===== config.mk =====
export PLATFORM = sky130hd
export DESIGN_NAME = interleaved_modular_multiplier_top
export DESIGN_NICKNAME = d
export VERILOG_FILES = /design/src/hdl/imm_pkg.sv /design/src/hdl/imm_datapath.sv /design/src/hdl/imm_controller.sv /design/src/hdl/interleaved_modular_multiplier_top.sv
export SDC_FILE = /design/constraint.sdc
export NUM_CORES = 2
export LEC_CHECK = 0
export BUFFER_PORTS_ARGS = -buffer_cell sky130_fd_sc_hd__buf_2
export CORE_MARGIN = 1
export CORE_UTILIZATION = 40
export CTS_BUF_LIST = sky130_fd_sc_hd__clkbuf_4
export DETAILED_ROUTE_END_ITERATION = 10
export GPL_TIMING_DRIVEN = 0
export PLACE_DENSITY = 0.67
export REMOVE_ABC_BUFFERS = 1
export SETUP_SLACK_MARGIN = 0.2
export SYNTH_ARGS = -nofsm -noshare
export SYNTH_HDL_FRONTEND = slang
export SYNTH_SLANG_ARGS = --single-unit

===== constraint.sdc =====
create_clock -name clk -period 12.1 [get_ports clk]
set_clock_uncertainty 0.1 [all_clocks]
set_input_delay 0.605 -clock clk [delete_from_list [all_inputs] [get_ports clk]]
set_output_delay 0.605 -clock clk [all_outputs]
set_load 0.02 [all_outputs]

===== src/hdl/imm_pkg.sv =====
// Package with shared constants and types for the interleaved modular multiplier.
`default_nettype none

package imm_pkg;

  localparam int FIELD_W   = 64;
  localparam int WIDTH_DEF = 64;

  localparam logic [FIELD_W-1:0] MODULUS_RESET = FIELD_W'(1);

  typedef enum logic [4:0] {
    S_IDLE = 5'b00001,
    S_RED  = 5'b00010,
    S_DBL  = 5'b00100,
    S_ADD  = 5'b01000,
    S_FIN  = 5'b10000
  } state_t;

  typedef struct packed {
    logic load;
    logic red_step;
    logic mul_dbl;
    logic mul_add;
    logic out_load;
  } cmd_t;

endpackage

`default_nettype wire


===== src/hdl/imm_datapath.sv =====
// Datapath: modulus register, operand reduction, shift-add accumulator and result register.
`default_nettype none

module imm_datapath #(
  parameter int WIDTH = imm_pkg::WIDTH_DEF
) (
  input  wire logic                        clk,
  input  wire logic                        rst_n,
  input  wire logic                        cfg_we,
  input  wire logic [imm_pkg::FIELD_W-1:0] cfg_wdata,
  input  wire logic [imm_pkg::FIELD_W-1:0] in_a,
  input  wire logic [imm_pkg::FIELD_W-1:0] in_b,
  input  wire imm_pkg::cmd_t               cmd,
  output logic      [imm_pkg::FIELD_W-1:0] out_product,
  output logic                             out_err
);

  logic [imm_pkg::FIELD_W-1:0] mod_r;
  logic [WIDTH-1:0]            op_a_r, op_b_r;
  logic [WIDTH-1:0]            rem_a_r, rem_b_r;
  logic [WIDTH-1:0]            acc_r;
  logic [imm_pkg::FIELD_W-1:0] prod_r;
  logic                        err_r;

  logic [WIDTH-1:0]            m;
  logic                        m_zero;
  logic [WIDTH:0]              add_sum;
  logic [WIDTH-1:0]            red_a_nxt, red_b_nxt, dbl_nxt, add_nxt;

  // Subtracts the modulus once from a value below twice the modulus.
  function automatic logic [WIDTH-1:0] reduce_once(input logic [WIDTH:0] val,
                                                   input logic [WIDTH-1:0] md);
    logic [WIDTH:0] diff;
    diff = val - {1'b0, md};
    if (val >= {1'b0, md}) begin
      return diff[WIDTH-1:0];
    end
    return val[WIDTH-1:0];
  endfunction

  assign m      = mod_r[WIDTH-1:0];
  assign m_zero = (m == '0);

  assign red_a_nxt = reduce_once({rem_a_r, op_a_r[WIDTH-1]}, m);
  assign red_b_nxt = reduce_once({rem_b_r, op_b_r[WIDTH-1]}, m);
  assign dbl_nxt   = reduce_once({acc_r, 1'b0}, m);
  assign add_sum   = {1'b0, acc_r} + {1'b0, (rem_a_r[WIDTH-1] ? rem_b_r : '0)};
  assign add_nxt   = reduce_once(add_sum, m);

  always_ff @(posedge clk) begin
    if (!rst_n) begin
      mod_r <= imm_pkg::MODULUS_RESET;
    end else if (cfg_we) begin
      mod_r <= cfg_wdata;
    end
  end

  always_ff @(posedge clk) begin
    if (cmd.load) begin
      op_a_r  <= in_a[WIDTH-1:0];
      op_b_r  <= in_b[WIDTH-1:0];
      rem_a_r <= '0;
      rem_b_r <= '0;
      acc_r   <= '0;
    end else if (cmd.red_step) begin
      op_a_r  <= {op_a_r[WIDTH-2:0], 1'b0};
      op_b_r  <= {op_b_r[WIDTH-2:0], 1'b0};
      rem_a_r <= red_a_nxt;
      rem_b_r <= red_b_nxt;
    end else if (cmd.mul_dbl) begin
      acc_r <= dbl_nxt;
    end else if (cmd.mul_add) begin
      acc_r   <= add_nxt;
      rem_a_r <= {rem_a_r[WIDTH-2:0], 1'b0};
    end
  end

  always_ff @(posedge clk) begin
    if (cmd.out_load) begin
      prod_r <= m_zero ? '0 : imm_pkg::FIELD_W'(acc_r);
      err_r  <= m_zero;
    end
  end

  assign out_product = prod_r;
  assign out_err     = err_r;

endmodule

`default_nettype wire


===== src/hdl/imm_controller.sv =====
// Controller: sequences reduction and multiplication steps and owns the handshakes.
`default_nettype none

module imm_controller #(
  parameter int WIDTH = imm_pkg::WIDTH_DEF
) (
  input  wire logic          clk,
  input  wire logic          rst_n,
  input  wire logic          in_valid,
  output logic               in_ready,
  output logic               out_valid,
  input  wire logic          out_ready,
  output imm_pkg::cmd_t      cmd
);

  localparam int CW = $clog2(WIDTH);
  localparam logic [CW-1:0] CNT_LAST = CW'(WIDTH - 1);

  imm_pkg::state_t state_r, state_nxt;
  logic [CW-1:0]   cnt_r, cnt_nxt;
  logic            out_valid_r, out_valid_nxt;
  logic            last;

  assign last = (cnt_r == CNT_LAST);

  always_comb begin
    state_nxt = state_r;
    cnt_nxt   = cnt_r;
    cmd       = '0;
    unique case (state_r)
      imm_pkg::S_IDLE: begin
        if (in_valid) begin
          cmd.load  = 1'b1;
          cnt_nxt   = '0;
          state_nxt = imm_pkg::S_RED;
        end
      end
      imm_pkg::S_RED: begin
        cmd.red_step = 1'b1;
        if (last) begin
          cnt_nxt   = '0;
          state_nxt = imm_pkg::S_DBL;
        end else begin
          cnt_nxt = cnt_r + 1'b1;
        end
      end
      imm_pkg::S_DBL: begin
        cmd.mul_dbl = 1'b1;
        state_nxt   = imm_pkg::S_ADD;
      end
      imm_pkg::S_ADD: begin
        cmd.mul_add = 1'b1;
        if (last) begin
          cnt_nxt   = '0;
          state_nxt = imm_pkg::S_FIN;
        end else begin
          cnt_nxt   = cnt_r + 1'b1;
          state_nxt = imm_pkg::S_DBL;
        end
      end
      imm_pkg::S_FIN: begin
        if (!out_valid_r || out_ready) begin
          cmd.out_load = 1'b1;
          state_nxt    = imm_pkg::S_IDLE;
        end
      end
      default: begin
        state_nxt = imm_pkg::S_IDLE;
      end
    endcase
  end

  always_comb begin
    out_valid_nxt = out_valid_r;
    if (cmd.out_load) begin
      out_valid_nxt = 1'b1;
    end else if (out_ready) begin
      out_valid_nxt = 1'b0;
    end
  end

  always_ff @(posedge clk) begin
    if (!rst_n) begin
      state_r     <= imm_pkg::S_IDLE;
      cnt_r       <= '0;
      out_valid_r <= 1'b0;
    end else begin
      state_r     <= state_nxt;
      cnt_r       <= cnt_nxt;
      out_valid_r <= out_valid_nxt;
    end
  end

  assign in_ready  = (state_r == imm_pkg::S_IDLE);
  assign out_valid = out_valid_r;

endmodule

`default_nettype wire


===== src/hdl/interleaved_modular_multiplier_top.sv =====
// Top level of the interleaved modular multiplier.
//
//   Channel | Signals                                           | Direction
//   --------+---------------------------------------------------+----------
//   cfg     | cfg_we, cfg_wdata                                 | in
//   in      | in_valid, in_ready, in_multiplicand_a/b           | in
//   out     | out_valid, out_ready, out_product_mod,            | out
//           | out_zero_modulus_error                            |
//
// An item passes through restoring reduction of both operands side by side (S_RED), then
// a doubling step and a conditional-add step for each bit of the reduced a (S_DBL, S_ADD),
// each with one subtraction of the modulus, then a step that loads the result (S_FIN).
// The next item is accepted once the controller is back in S_IDLE.
// One item is worked on at a time.
// Reset is synchronous and sets the modulus to one. A stalled result waits in the output
// register while the next item is accepted; that item then holds in its last step until
// the register is free.
`default_nettype none

module interleaved_modular_multiplier_top #(
  parameter int WIDTH = imm_pkg::WIDTH_DEF
) (
  input  wire logic                        clk,
  input  wire logic                        rst_n,
  input  wire logic                        cfg_we,
  input  wire logic [imm_pkg::FIELD_W-1:0] cfg_wdata,
  input  wire logic                        in_valid,
  output logic                             in_ready,
  input  wire logic [imm_pkg::FIELD_W-1:0] in_multiplicand_a,
  input  wire logic [imm_pkg::FIELD_W-1:0] in_multiplicand_b,
  output logic                             out_valid,
  input  wire logic                        out_ready,
  output logic      [imm_pkg::FIELD_W-1:0] out_product_mod,
  output logic                             out_zero_modulus_error
);

  imm_pkg::cmd_t cmd;

  imm_controller #(
    .WIDTH(WIDTH)
  ) u_ctrl (
    .clk      (clk),
    .rst_n    (rst_n),
    .in_valid (in_valid),
    .in_ready (in_ready),
    .out_valid(out_valid),
    .out_ready(out_ready),
    .cmd      (cmd)
  );

  imm_datapath #(
    .WIDTH(WIDTH)
  ) u_dp (
    .clk        (clk),
    .rst_n      (rst_n),
    .cfg_we     (cfg_we),
    .cfg_wdata  (cfg_wdata),
    .in_a       (in_multiplicand_a),
    .in_b       (in_multiplicand_b),
    .cmd        (cmd),
    .out_product(out_product_mod),
    .out_err    (out_zero_modulus_error)
  );

endmodule

`default_nettype wire


==> run summary <==
CP Launch Type = register
type of the most critical hold path = in -> reg
fin worst setup slack = 3874 ps
commonest non-fill, non-tap cells in the layout = sky130_fd_sc_hd__nand2_1, sky130_fd_sc_hd__a21oi_1, sky130_fd_sc_hd__ha_1
placement row count = 115
net load switching power = 1.410 mW
CTS Sinks = 461
Synthesis Warnings = 0
tightest slew margin relative to the limit = 5.219%
deepest level of the CTS H-tree = 4
Layout Nets = 5,945
top flip-flop cell by instance count after synthesis = sky130_fd_sc_hd__dfxtp_1
leading cell type in the layout, fill and taps excluded = sky130_fd_sc_hd__nand2_1
number of global-route vias before repair = 37.76k
unrepaired setup endpoints after global routing = false
post-synth top area cell = sky130_fd_sc_hd__edfxtp_1
area added between synthesis and finish = 15.92%
initial detailed-routing violation count = 3,105
number of buffers added by the clock tree synthesis step = 138
final hold viol count = 0
TritonCTS clock tree = built
switching fraction of total power = 33.14%
mapped cell area = 39,780 um2
internal power contribution = 2.845 mW
DR WL/cell = 20.94 um
count of buffers inserted at the top-level ports = 263
number of synthesized register bits = 461
worst vdd rail ir drop = 118.3 uV
worst-path maximum fanout = 64
clock-pin slew reported for the worst setup and hold paths after clock tree synthesis = 70 ps
share of power burned in registers = 41.4%
initial antenna violation count = 8
initial standard-cell utilization of the core = 40.42%
overall routing resource usage = 27.57%
CTS max path bufs = 3
fraction of layout cells with a size suffix above 1 = 10.97%
length of the first detailed-routing pass in iterations = 6
pin count of the biggest net entering global routing = 76
sequential share of the synthesized area = 28.05%
DR vias/cell = 5.852
Leakage = 21.05 nW
total wire length after detailed routing = 143,100 um
data required time at the worst endpoint = 12,920 ps
I/O pins = 264
total half-perimeter wirelength after legalization and detailed placement = 108,000 um
final worst hold slack = 187.6 ps
root buffer cell = sky130_fd_sc_hd__clkbuf_4
placeable core area = 98,420 um2
synthesized area divided by synthesized cell count = 7.839 um2
horizontal die dimension = 317.4 um
number of flops mapped to enable cells by yosys = 193
actual slew at the worst max-slew pin = 1409 ps
number of unique standard cell types used by synthesis = 108
worst slack, placed = 4024 ps
fraction of power consumed by combinational cells = 21.3%
drt drc = 0
total of max-cap violations = 0
kind of end point of the critical path = register
overall via count from detail_route = 39.98k
GRT Residual Overflow = 0
final critical-path share of the clock period = 67.98%
die area = 100,700 um2
top cell type's share of synthesized area = 14.57%
clock latency on the worst-skew pair = 1060 ps
setup violation total in the final timing report = 0
achievable frequency = 0.1216 GHz
Cell Pwr Density = 92.26 nW/um2
wire length of the first global-routing pass = 215,500 um
vertical extent of the die = 317.4 um
utilization after layout = 46.86%
clock network fraction of total power = 37.4%
data arrival time at the worst-slack endpoint = 9040 ps
kind of critical path = reg -> reg
result of the run = finished, final reports clean
setup_tns = 0 ps
antenna viol nets, final = 0
number of max-slew violations in the final report = 0
top post-synthesis cells by area = sky130_fd_sc_hd__edfxtp_1, sky130_fd_sc_hd__dfxtp_1, sky130_fd_sc_hd__ha_1
clock period minus worst slack = 8226 ps
total power = 4.255 mW
GP Congestion = 1.028
post-synthesis cell count = 5,075
asr flop ratio synth = 0%
-- power by group through the flow --
stage                     registers [mW]  clock network (mW)  logic (mW)
final                               1.76                1.59       0.906
after global routing                1.76                1.72       0.978
after CTS                           1.76                1.62       0.880
after detailed placement            1.79                   0       0.819
after global placement              1.79                   0       0.830
after floorplan                     1.78                   0       0.561
-- logic make-up after synthesis --
group / synth area share [%]
buffers and inverters: 4.900
adder cells (fa/ha/maj): 10.35
AO/OA/AOI/OAI: 25.89
XOR/XNOR: 6.186
multiplexers: 3.230
AND/OR/NAND/NOR: 21.39
flip-flops: 28.05
-- through the flow --
step / cell area, um2 / cells
floorplan: 38450 / 4770
global placement: 41380 / 6320
detailed placement: 42170 / 6356
CTS: 46090 / 6820
global route: 46110 / 6829
finish: 46120 / 6832
-- per-layer routing --
metal	GRT usage, %	vias to the layer above	routed length, um
met5	0	-	13
met4	12.63	2	6307
met3	4.975	298	10450
met2	44.23	1639	63920
met1	35.91	18810	62360
li1	-	19230	-
-- critical path, cell delays in order, from the launching register on --
cell                       delay [ps]
sky130_fd_sc_hd__dfxtp_2          420
sky130_fd_sc_hd__buf_12           230
sky130_fd_sc_hd__and2_1           290
sky130_fd_sc_hd__ha_1             310
sky130_fd_sc_hd__a21oi_1          280
sky130_fd_sc_hd__nand2_1          120
sky130_fd_sc_hd__a221oi_1         570
sky130_fd_sc_hd__a21oi_1          250
sky130_fd_sc_hd__o31ai_1          550
sky130_fd_sc_hd__nor3b_1          490
sky130_fd_sc_hd__o31ai_1          250
sky130_fd_sc_hd__a21oi_1          210
sky130_fd_sc_hd__xnor2_1          150
sky130_fd_sc_hd__ha_1             410
sky130_fd_sc_hd__nand4_1          270
sky130_fd_sc_hd__nor3_1           720
sky130_fd_sc_hd__nand3_1          140
sky130_fd_sc_hd__nor3_1           510
sky130_fd_sc_hd__nor3_1           140
sky130_fd_sc_hd__o211ai_1         190
sky130_fd_sc_hd__or3_2            470
sky130_fd_sc_hd__buf_12           270
sky130_fd_sc_hd__mux2i_1          250
sky130_fd_sc_hd__o21ai_0          120
sky130_fd_sc_hd__o21ai_0          200
sky130_fd_sc_hd__nor2_1            60
-- final cells by class --
type | instances | area (um2)
multi-input combinational | 4144 | 26790
inverter | 165 | 624.3
tap | 1287 | 1610
clock buffer | 200 | 1501
timing repair buffer | 512 | 4115
clock inverter | 51 | 284.0
sequential | 461 | 11160
antenna | 12 | 30.03
fill | 9726 | 52300
-- registers in the layout (all words and copies together), names as in the netlist --
signal	count
u_ctrl.cnt_r	6
u_ctrl.out_valid	1
u_ctrl.state_r	5
u_dp.acc_r	64
u_dp.m	64
u_dp.op_a_r	64
u_dp.op_b_r	64
u_dp.out_err	1
u_dp.out_product	64
u_dp.rem_a_r	64
u_dp.rem_b_r	64
-- cell usage after synthesis, drive strengths merged (19+ instances only) --
master  count
a211oi     65
a21boi     19
a21o      215
a21oi     510
a22oi      60
a31oi      41
and2       85
and3       44
buf        74
clkbuf    231
dfxtp     268
edfxtp    193
ha        321
inv       165
mux2i     125
nand2     829
nand2b     35
nand3     100
nand4      95
nor2      270
nor2b     165
nor3       70
nor4       35
o211ai     61
o21a       35
o21ai     313
o21bai     63
o22ai      23
o31ai      30
or3        20
xnor2     152
xor2      129
-- timing repair --
action	in CTS	in global routing
hold buffers	213	0
gates resized for setup	0	0
hold endpoints to repair	208	0
buffers inserted	0	0
-- worst paths after layout --
kind | cells after the start | slack [ps] | endpoint | from
max | 25 | 3870 | u_dp.acc_r[7] | u_dp.rem_a_r[63]
min | 2 | 190 | u_ctrl.state_r[0] | rst_n
max reg2reg | 25 | 3870 | u_dp.acc_r[7] | u_dp.rem_a_r[63]
min reg2reg | 2 | 330 | u_dp.rem_a_r[24] | u_dp.rem_a_r[23]
No activity file was read; power rests on OpenSTA's default activity.
